--- src/hdl/rmnu_pkg.sv ---
// ----------------------------------------------------------------------------
// rmnu_pkg
// shared types and constants of the regret matching node update unit
// ----------------------------------------------------------------------------
`default_nettype none

package rmnu_pkg;

    // default number of action slots per node
    localparam int RMNU_NUM_ACTIONS = 7;

    // field widths
    localparam int SLOT_W = 16;           // regret, child value, results
    localparam int NUM_W  = SLOT_W - 1;   // positive regret magnitude
    localparam int PROB_W = 16;           // probability, unsigned Q0.16
    localparam int QUO_W  = PROB_W + 1;   // quotient, holds 1.0 before clamping

    // configuration port
    localparam int APB_AW = 3;
    localparam int APB_DW = 32;

    // register word indexes
    localparam logic [APB_AW-3:0] REG_THRESHOLD = 1'b0;

    // sequencer states
    typedef enum logic [2:0] {
        S_LOAD,
        S_SETUP,
        S_DIV,
        S_MUL,
        S_ACC,
        S_FINAL,
        S_OLOAD,
        S_EMIT
    } t_state;

endpackage

`default_nettype wire

--- src/hdl/regret_matching_node_update_unit.sv ---
// ----------------------------------------------------------------------------
// regret_matching_node_update_unit
// regret matching strategy, node value and counterfactual regrets of one node
// ----------------------------------------------------------------------------
//  channel   direction  handshake                    payload
//  slot in   input      i_valid / o_ready            regret, child value, valid, last
//  result    output     o_valid / i_ready            action, probability, cf regret,
//                                                    node value, last
//  config    input      psel/penable/pwrite/pready   threshold at byte address 0
//
//  slot words are taken back to back while loading; the last slot starts the computation
//  each slot then passes through setup, the shared bit-serial divider (17 quotient
//  bits), one multiply and one accumulate; a final step forms the node value
//  each result word is loaded into the output register and held there until taken
//  synchronous active-low reset clears the sequencer, counters and threshold
//  no slot is taken while a node is computed or its results are delivered
// ----------------------------------------------------------------------------
`default_nettype none

module regret_matching_node_update_unit
    import rmnu_pkg::*;
#(
    parameter int NUM_ACTIONS = RMNU_NUM_ACTIONS
) (
    input  wire logic                            i_clk,
    input  wire logic                            i_rst_n,
    // slot channel
    input  wire logic                            i_valid,
    output logic                                 o_ready,
    input  wire logic signed [SLOT_W-1:0]        i_slot_regret,
    input  wire logic signed [SLOT_W-1:0]        i_slot_child_value,
    input  wire logic                            i_slot_valid,
    input  wire logic                            i_slot_last,
    // result channel
    output logic                                 o_valid,
    input  wire logic                            i_ready,
    output logic [$clog2(NUM_ACTIONS)-1:0]       o_action_number,
    output logic [PROB_W-1:0]                    o_probability,
    output logic signed [SLOT_W-1:0]             o_counterfactual_regret,
    output logic signed [SLOT_W-1:0]             o_node_value,
    output logic                                 o_result_last,
    // configuration port
    input  wire logic                            psel,
    input  wire logic                            penable,
    input  wire logic                            pwrite,
    input  wire logic [APB_AW-1:0]               paddr,
    input  wire logic [APB_DW-1:0]               pwdata,
    output logic [APB_DW-1:0]                    prdata,
    output logic                                 pready
);

    localparam int IDX_W  = $clog2(NUM_ACTIONS);
    localparam int CNT_W  = $clog2(NUM_ACTIONS + 1);
    localparam int SUM_W  = NUM_W + $clog2(NUM_ACTIONS);
    localparam int PROD_W = QUO_W + SLOT_W;
    localparam int ACC_W  = PROD_W + 1;
    localparam int RND_W  = ACC_W - PROB_W;

    // saturate to a signed slot word
    function automatic logic signed [SLOT_W-1:0] sat_slot(input logic signed [RND_W-1:0] v);
        logic signed [RND_W-1:0] v_max;
        logic signed [RND_W-1:0] v_min;
        v_max = RND_W'(32767);
        v_min = -RND_W'(32768);
        if (v > v_max) begin
            sat_slot = 16'sh7fff;
        end else if (v < v_min) begin
            sat_slot = 16'sh8000;
        end else begin
            sat_slot = v[SLOT_W-1:0];
        end
    endfunction

    // sequencer
    t_state r_state;
    t_state n_state;

    // slot stores
    logic signed [SLOT_W-1:0] r_regret_store [NUM_ACTIONS];
    logic signed [SLOT_W-1:0] r_cv_store     [NUM_ACTIONS];
    logic [PROB_W-1:0]        r_prob_store   [NUM_ACTIONS];

    // node state
    logic [NUM_ACTIONS-1:0]   r_mask;
    logic [CNT_W-1:0]         r_count;
    logic [CNT_W-1:0]         r_legal;
    logic [SUM_W-1:0]         r_sum;
    logic [IDX_W-1:0]         r_idx;
    logic [PROB_W-1:0]        r_thr;
    logic                     r_pzero;
    logic                     r_pvalid;
    logic signed [PROD_W-1:0] r_prod;
    logic signed [ACC_W-1:0]  r_acc;
    logic signed [SLOT_W-1:0] r_node;

    // output registers
    logic                     r_out_valid;
    logic [IDX_W-1:0]         r_out_idx;
    logic [PROB_W-1:0]        r_out_prob;
    logic signed [SLOT_W-1:0] r_out_cf;
    logic signed [SLOT_W-1:0] r_out_node;
    logic                     r_out_last;

    // decoded controls
    logic s_in_ready;
    logic s_div_start;

    // datapath helpers
    logic                     s_in_acc;
    logic                     s_out_acc;
    logic                     s_slot_end;
    logic [IDX_W-1:0]         s_pos;
    logic                     s_idx_last;
    logic signed [SLOT_W-1:0] s_rg;
    logic signed [SLOT_W-1:0] s_cv;
    logic                     s_v;
    logic                     s_regret_mode;
    logic [NUM_W-1:0]         s_num;
    logic [SUM_W-1:0]         s_den;
    logic                     s_zero;
    logic                     s_div_busy;
    logic [QUO_W-1:0]         s_quo;
    logic [PROB_W-1:0]        s_prob;
    logic signed [ACC_W-1:0]  s_rnd;
    logic signed [RND_W-1:0]  s_cf_diff;
    logic                     s_cfg_wr;

    assign s_in_acc   = i_valid && o_ready;
    assign s_out_acc  = o_valid && i_ready;
    assign s_pos      = r_count[IDX_W-1:0];
    assign s_slot_end = i_slot_last || (r_count == CNT_W'(NUM_ACTIONS - 1));
    assign s_idx_last = (CNT_W'(r_idx) == (r_count - 1'b1));

    // current slot from the stores
    always_comb begin
        s_rg = r_regret_store[r_idx];
        s_cv = r_cv_store[r_idx];
        s_v  = r_mask[r_idx];
    end

    // divider operands: positive regret over the sum, or one over the legal count
    always_comb begin
        s_regret_mode = (r_sum > SUM_W'(r_thr));
        s_num  = '0;
        s_den  = r_sum;
        s_zero = 1'b1;
        if (r_legal == '0) begin
            s_zero = 1'b1;
        end else if (s_regret_mode) begin
            if (s_rg > 0) begin
                s_num  = s_rg[NUM_W-1:0];
                s_zero = 1'b0;
            end
        end else if (s_v) begin
            s_num  = NUM_W'(1);
            s_den  = SUM_W'(r_legal);
            s_zero = 1'b0;
        end
    end

    rmnu_div #(
        .SUM_W (SUM_W)
    ) u_div (
        .i_clk   (i_clk),
        .i_rst_n (i_rst_n),
        .i_start (s_div_start),
        .i_num   (s_num),
        .i_den   (s_den),
        .o_busy  (s_div_busy),
        .o_quo   (s_quo)
    );

    // zero for a slot with no share, else clamp 1.0 to the largest probability
    always_comb begin
        if (r_pzero) begin
            s_prob = '0;
        end else if (s_quo[QUO_W-1]) begin
            s_prob = '1;
        end else begin
            s_prob = s_quo[PROB_W-1:0];
        end
    end

    // node value rounding and counterfactual difference
    always_comb begin
        s_rnd     = r_acc + ACC_W'(32768);
        s_cf_diff = RND_W'(s_cv) - RND_W'(r_node);
    end

    // next state
    always_comb begin
        n_state = r_state;
        case (r_state)
            S_LOAD: begin
                if (s_in_acc && s_slot_end) n_state = S_SETUP;
            end
            S_SETUP: n_state = S_DIV;
            S_DIV: begin
                if (!s_div_busy) n_state = S_MUL;
            end
            S_MUL: n_state = S_ACC;
            S_ACC: n_state = s_idx_last ? S_FINAL : S_SETUP;
            S_FINAL: n_state = S_OLOAD;
            S_OLOAD: n_state = S_EMIT;
            S_EMIT: begin
                if (s_out_acc) n_state = r_out_last ? S_LOAD : S_OLOAD;
            end
            default: n_state = S_LOAD;
        endcase
    end

    // state decode
    always_comb begin
        s_in_ready  = 1'b0;
        s_div_start = 1'b0;
        case (r_state)
            S_LOAD:  s_in_ready  = 1'b1;
            S_SETUP: s_div_start = 1'b1;
            default: begin
                s_in_ready  = 1'b0;
                s_div_start = 1'b0;
            end
        endcase
    end

    always_ff @(posedge i_clk) begin
        if (!i_rst_n) begin
            r_state <= S_LOAD;
        end else begin
            r_state <= n_state;
        end
    end

    // slot stores
    always_ff @(posedge i_clk) begin
        if (s_in_acc) begin
            r_regret_store[s_pos] <= i_slot_regret;
            r_cv_store[s_pos]     <= i_slot_child_value;
        end
        if (r_state == S_MUL) begin
            r_prob_store[r_idx] <= s_prob;
        end
    end

    // node control state: mask, counters, positive sum
    always_ff @(posedge i_clk) begin
        if (!i_rst_n) begin
            r_mask  <= '0;
            r_count <= '0;
            r_legal <= '0;
            r_sum   <= '0;
            r_idx   <= '0;
        end else begin
            case (r_state)
                S_LOAD: begin
                    r_idx <= '0;
                    if (s_in_acc) begin
                        r_mask[s_pos] <= i_slot_valid;
                        r_count       <= r_count + 1'b1;
                        r_legal       <= r_legal + CNT_W'(i_slot_valid);
                        if (i_slot_regret > 0) begin
                            r_sum <= r_sum + SUM_W'(i_slot_regret[NUM_W-1:0]);
                        end
                    end
                end
                S_ACC: begin
                    if (!s_idx_last) r_idx <= r_idx + 1'b1;
                end
                S_FINAL: r_idx <= '0;
                S_EMIT: begin
                    if (s_out_acc) begin
                        if (r_out_last) begin
                            r_mask  <= '0;
                            r_count <= '0;
                            r_legal <= '0;
                            r_sum   <= '0;
                            r_idx   <= '0;
                        end else begin
                            r_idx <= r_idx + 1'b1;
                        end
                    end
                end
                default: begin
                end
            endcase
        end
    end

    // multiply and accumulate over the legal slots
    always_ff @(posedge i_clk) begin
        if (!i_rst_n) begin
            r_acc <= '0;
        end else if (r_state == S_LOAD) begin
            r_acc <= '0;
        end else if (r_state == S_ACC && r_pvalid) begin
            r_acc <= r_acc + ACC_W'(r_prod);
        end
    end

    always_ff @(posedge i_clk) begin
        if (r_state == S_SETUP) begin
            r_pzero <= s_zero;
        end
        if (r_state == S_MUL) begin
            r_prod   <= $signed({1'b0, s_prob}) * s_cv;
            r_pvalid <= s_v;
        end
        if (r_state == S_FINAL) begin
            r_node <= sat_slot(s_rnd[ACC_W-1:PROB_W]);
        end
    end

    // result word register
    always_ff @(posedge i_clk) begin
        if (!i_rst_n) begin
            r_out_valid <= 1'b0;
        end else if (r_state == S_OLOAD) begin
            r_out_valid <= 1'b1;
        end else if (s_out_acc) begin
            r_out_valid <= 1'b0;
        end
    end

    always_ff @(posedge i_clk) begin
        if (r_state == S_OLOAD) begin
            r_out_idx  <= r_idx;
            r_out_prob <= r_prob_store[r_idx];
            r_out_node <= r_node;
            r_out_last <= s_idx_last;
            if (r_legal != '0 && s_v) begin
                r_out_cf <= sat_slot(s_cf_diff);
            end else begin
                r_out_cf <= '0;
            end
        end
    end

    // configuration register
    assign s_cfg_wr = psel && penable && pwrite && pready;

    always_ff @(posedge i_clk) begin
        if (!i_rst_n) begin
            r_thr <= '0;
        end else if (s_cfg_wr && paddr[APB_AW-1:2] == REG_THRESHOLD) begin
            r_thr <= pwdata[PROB_W-1:0];
        end
    end

    always_comb begin
        prdata = '0;
        if (paddr[APB_AW-1:2] == REG_THRESHOLD) begin
            prdata = APB_DW'(r_thr);
        end
    end

    assign pready = 1'b1;

    // ports
    assign o_ready                 = s_in_ready;
    assign o_valid                 = r_out_valid;
    assign o_action_number         = r_out_idx;
    assign o_probability           = r_out_prob;
    assign o_counterfactual_regret = r_out_cf;
    assign o_node_value            = r_out_node;
    assign o_result_last           = r_out_last;

    // slots are never taken while results are pending
    a_no_overlap: assert property (@(posedge i_clk) disable iff (!i_rst_n)
        !(o_ready && o_valid))
        else $error("slot taken while a result word is pending");

    // slot count never passes the number of actions
    a_count_range: assert property (@(posedge i_clk) disable iff (!i_rst_n)
        r_count <= CNT_W'(NUM_ACTIONS))
        else $error("slot counter out of range");

    // node state is cleared once the final result word is taken
    a_clear_after_last: assert property (@(posedge i_clk) disable iff (!i_rst_n)
        (s_out_acc && o_result_last) |=> (r_count == '0 && r_mask == '0 && r_sum == '0))
        else $error("node state not cleared after final result");

    // node value holds between result words of one node
    a_node_stable: assert property (@(posedge i_clk) disable iff (!i_rst_n)
        (s_out_acc && !o_result_last) |=> $stable(r_node))
        else $error("node value changed within a node");

    // no legal slot gives zero probabilities and a zero node value
    a_zero_prob: assert property (@(posedge i_clk) disable iff (!i_rst_n)
        (o_valid && r_legal == '0) |-> (o_probability == '0 && o_node_value == '0))
        else $error("nonzero result with no legal slot");

endmodule

`default_nettype wire

--- src/hdl/rmnu_div.sv ---
// ----------------------------------------------------------------------------
// rmnu_div
// restoring divider, one quotient bit per cycle: (num << 16) / den
// ----------------------------------------------------------------------------
`default_nettype none

module rmnu_div
    import rmnu_pkg::*;
#(
    parameter int SUM_W = 18
) (
    input  wire logic              i_clk,
    input  wire logic              i_rst_n,
    input  wire logic              i_start,
    input  wire logic [NUM_W-1:0]  i_num,
    input  wire logic [SUM_W-1:0]  i_den,
    output logic                   o_busy,
    output logic [QUO_W-1:0]       o_quo
);

    localparam int CNT_W = $clog2(QUO_W + 1);

    logic [SUM_W-1:0] r_rem;
    logic [SUM_W-1:0] r_den;
    logic [QUO_W-1:0] r_dvd;
    logic [QUO_W-1:0] r_quo;
    logic [CNT_W-1:0] r_cnt;

    logic [SUM_W:0]   s_trial;
    logic             s_ge;
    logic [SUM_W:0]   s_diff;

    // trial subtract of the shifted remainder
    always_comb begin
        s_trial = {r_rem, r_dvd[QUO_W-1]};
        s_ge    = (s_trial >= {1'b0, r_den});
        s_diff  = s_trial - {1'b0, r_den};
    end

    // step counter
    always_ff @(posedge i_clk) begin
        if (!i_rst_n) begin
            r_cnt <= '0;
        end else if (i_start) begin
            r_cnt <= CNT_W'(QUO_W);
        end else if (r_cnt != '0) begin
            r_cnt <= r_cnt - 1'b1;
        end
    end

    // remainder, dividend and quotient shift registers
    // upper dividend bits num >> 1 start as remainder, they stay below den
    always_ff @(posedge i_clk) begin
        if (i_start) begin
            r_rem <= SUM_W'(i_num[NUM_W-1:1]);
            r_dvd <= {i_num[0], {(QUO_W-1){1'b0}}};
            r_den <= i_den;
            r_quo <= '0;
        end else if (r_cnt != '0) begin
            r_rem <= s_ge ? s_diff[SUM_W-1:0] : s_trial[SUM_W-1:0];
            r_dvd <= {r_dvd[QUO_W-2:0], 1'b0};
            r_quo <= {r_quo[QUO_W-2:0], s_ge};
        end
    end

    assign o_busy = (r_cnt != '0);
    assign o_quo  = r_quo;

    // remainder must stay below the divisor while stepping
    a_rem_below_den: assert property (@(posedge i_clk) disable iff (!i_rst_n)
        (r_cnt != '0 && r_den != '0) |-> (r_rem < r_den))
        else $error("divider remainder not below divisor");

    // a start always leads to a full run of steps
    a_start_busy: assert property (@(posedge i_clk) disable iff (!i_rst_n)
        i_start |=> (r_cnt == CNT_W'(QUO_W)))
        else $error("divider did not start");

endmodule

`default_nettype wire

--- config.mk ---
export PLATFORM = sky130hd
export DESIGN_NAME = regret_matching_node_update_unit
export DESIGN_NICKNAME = d
export VERILOG_FILES = /design/src/hdl/rmnu_pkg.sv /design/src/hdl/regret_matching_node_update_unit.sv /design/src/hdl/rmnu_div.sv
export SDC_FILE = /design/constraint.sdc
export NUM_CORES = 2
export LEC_CHECK = 0
export BUFFER_PORTS_ARGS = -buffer_cell sky130_fd_sc_hd__buf_4
export CAP_MARGIN = 20
export CORE_UTILIZATION = 54
export DETAILED_ROUTE_END_ITERATION = 16
export GPL_ROUTABILITY_DRIVEN = 0
export PLACE_DENSITY_LB_ADDON = 0.08
export SLEW_MARGIN = 40
export SYNTH_ARGS = -nofsm -noshare
export SYNTH_HDL_FRONTEND = slang
export SYNTH_SLANG_ARGS = --single-unit
--- constraint.sdc ---
create_clock -name i_clk -period 9.9 [get_ports i_clk]
set_input_delay 1.485 -clock i_clk [delete_from_list [all_inputs] [get_ports i_clk]]
set_output_delay 1.485 -clock i_clk [all_outputs]
set_load 0.005 [all_outputs]
==> results.py <==
metrics = {
    "critical_path": {
        "cp.depth": 24,
        "reg2reg_depth": 24,
        "crit_path_start_kind": "flip-flop",
        "slowest_stage": "dfxtp_4",
        "crit_chain": "mux2i_1 > o21ai_0 > nand2_1 > nand2_1 > nand2_1 > fa_1 > fa_1 > fa_1 > inv_1 > fa_1 > fa_1 > inv_1 > fa_1 > inv_1 > ha_1 > nand4_1 > nor3b_1 > a211oi_1 > o211ai_1 > a311o_1 > a211oi_1 > o21bai_1 > a21oi_1 > xnor2_1",
        "worst_setup_path_end_kind": "flip-flop",
        "critPathTopFamily": "adder cells",
        "critPathBufInv": 3,
        "regToRegSetupSlack_ps": 1570,
        "crit_required_ps": 10240,
        "crit_top_cell": "fa_1",
        "arrival_ps": 8660,
        "crit_path_max_incr_delay_ps": 780,
        "path_class": "reg -> reg",
        "cp_max_fo": 33,
    },
    "cts": {
        "cts_tree": "done",
        "clk_pin_slew_ps": 60,
        "hold_buffers": 0,
        "clock_latency_ps": 620,
        "post_cts_buffers": 0,
        "numCtsBuffers": 66,
        "cts_buffer_depth": 3,
        "cts.sinks": 589,
        "htreeDepth": 3,
        "cts_resized": 0,
        "root_buffer": "clkbuf_16",
    },
    "grt": {
        "grt_pass1_vias": 25000,
        "grt_overflow": 0,
        "grt_pass1_wl_um": 137000,
        "antenna_found_initial": 2,
        "grt.total_usage_pct": 26.4,
        "grt_max_degree": 53,
    },
    "timing": {
        "finalClockSkew_ps": 44.0,
        "post-route-min-period_ps": 8330,
        "slew_headroom_pct": 45.4,
        "setup_viol": 0,
        "worst_pin_slew_ps": 817,
        "period_share_pct": 84.1,
        "clock.fmax_mhz": 120,
        "setup_tns_ps": 0,
        "setup_slack_ps": 1570,
        "final_max_slew_viol_count": 0,
        "rsz0062_at_grt": "no",
        "hold_viol": 0,
    },
    "finish": {
        "drive_gt1_share_pct": 11.8,
        "area_growth_pct": 12.0,
        "fill_cells": 5353,
        "final_area_um2": 40200,
        "layout_commonest_cell": "edfxtp_1",
        "final_nets": 3844,
        "final_cell_mix": "472 x edfxtp_1, 402 x nand2_1, 351 x inv_1, 229 x ha_1, 204 x nor2_1",
        "fin_cells": 4258,
    },
    "floorplan": {
        "rows": 94,
        "die_y_um": 260,
        "initial_core_util_pct": 54.6,
        "core_area_um2": 65700,
        "fp.dieW_um": 260,
        "dieArea_um2": 67500,
        "io_pins": 163,
    },
    "drt": {
        "avgViaCountPerCell": 5.81,
        "ant_nets": 0,
        "routedWlPerCell_um": 20.7,
        "wl_um": 88000,
        "dr_total_vias": 24700,
        "dr.pass1.iters": 6,
        "drtIter0Drc": 1681,
        "drc": 0,
    },
    "synthesis": {
        "synth-seq-area-share_pct": 46.0,
        "syn_area_um2": 35900,
        "syn-instance-count": 3245,
        "synth_top_flop_cell": "edfxtp_1",
        "yosysWarnings": 0,
        "async_flop_share_pct": 0,
        "synth_area_per_cell_um2": 11.1,
        "yosysUniqueCellTypes": 87,
        "synth_edf_count": 472,
        "synth-seq-cells": 589,
    },
    "placed_design": {
        "dpl_cell_area_um2": 37800,
        "dp_hpwl_um": 63500,
        "dp_slack_ps": 1770,
        "place_inst": 4136,
        "io_buffers": 127,
    },
    "worst_hold_path": {
        "hold_class": "reg -> reg",
        "hold-path-cell-count": 0,
    },
    "flow_run": {
        "cap_violations": 0,
    },
    "outcome": {
        "status": "finished, final reports clean",
    },
    "power": {
        "leakagePower_uw": 0.0161,
        "power_density_nw_per_um2": 198,
        "ir_drop_v": 0.000155,
    },
}
## worst reg2reg max path, stage by stage (launching register included)
cell and delay [ps]:
dfxtp_4 780, mux2i_1 170, o21ai_0 400, nand2_1 290, nand2_1 490, nand2_1 170
fa_1 560, fa_1 450, fa_1 510, inv_1 50, fa_1 480, fa_1 570
inv_1 60, fa_1 540, inv_1 50, ha_1 350, nand4_1 160, nor3b_1 70
a211oi_1 530, o211ai_1 340, a311o_1 420, a211oi_1 220, o21bai_1 100, a21oi_1 190
xnor2_1 80
## path summary, 6_finish.rpt
kind                            from                        end
max                        flip-flop       r_prod[30]$_DFFE_PP_
min          r_node[6]$_SDFFCE_PN1P_  o_node_value[6]$_DFFE_PP_
max reg2reg                flip-flop       r_prod[30]$_DFFE_PP_
min reg2reg  r_node[6]$_SDFFCE_PN1P_  o_node_value[6]$_DFFE_PP_
## layout make-up
| cell class | count | area [um2] | area share [%] |
|---|---|---|---|
| clock inverters | 43 | 708 | 1.76 |
| multi-input cells | 2154 | 17500 | 43.6 |
| clock buffers | 77 | 1720 | 4.29 |
| inverters | 366 | 1370 | 3.42 |
| diodes | 1 | 2.50 | 0.00622 |
| repair buffers | 164 | 1270 | 3.15 |
| flip-flops and latches | 589 | 16500 | 41.1 |
| well taps | 864 | 1080 | 2.69 |
## power by group
group	switching (uW)	internal, uW
logic	1380	891
registers	99.6	2910
clock network	1050	1640
## flip-flops by register name (all words and copies together) (netlist names), 3 cells and up, named ones only
signal                   flops
u_div.r_rem                 18
r_legal                      3
r_idx                        3
r_cv_store                 112
r_prob_store               112
r_count                      3
u_div.r_den                 18
o_counterfactual_regret     16
r_sum                       18
u_div.r_cnt                  5
r_node                      16
r_state                      3
o_action_number              3
r_thr                       16
o_node_value                16
r_acc                       34
r_prod                      33
o_probability               16
r_regret_store             112
r_mask                       7
u_div.o_quo                 17
## metal layers
metal | vias up | routed length [um] | GRT usage (%)
li1 | 11500 | - | -
met4 | 2 | 4100 | 12.6
met5 | - | 16 | 0
met3 | 226 | 5180 | 3.93
met2 | 843 | 44000 | 45.9
met1 | 12200 | 34700 | 32.2
## cell families (layout without fill, tap and decap cells)
| logic type | Yosys count | count (layout) | synth area share (%) |
|---|---|---|---|
| simple gates | 863 | 863 | 10.7 |
| fa+ha+maj | 427 | 427 | 19.0 |
| other cells | 2 | 18 | 0.0209 |
| compound gates | 593 | 593 | 10.4 |
| flops | 589 | 589 | 46.0 |
| buf+inv | 517 | 650 | 5.74 |
| xor+xnor | 116 | 116 | 2.83 |
| mux | 138 | 138 | 5.29 |
## metrics by stage
step / util, % / power [uW] / hold slack [ps]
6_report: 61.1 / 7970 / 438
2_1_floorplan: - / 4680 / 403
5_1_grt: 61.1 / 8390 / 449
3_3_place_gp: 57.3 / 5250 / 444
3_5_place_dp: 57.4 / 5300 / 449
4_1_cts: 61.1 / 8020 / 432
## synthesized netlist by cell type (70+ instances only)
cell type | count | area [um2]
dfxtp_1 | 117 | 2340
mux2i_1 | 70 | 701
xnor2_1 | 74 | 648
a21oi_1 | 191 | 956
nor2_1 | 212 | 796
nand2_1 | 402 | 1510
ha_1 | 229 | 2870
o21ai_0 | 138 | 691
edfxtp_1 | 472 | 14200
clkbuf_1 | 91 | 342
inv_1 | 351 | 1320
fa_1 | 198 | 3960
No activity file was read; power rests on OpenSTA's default activity.
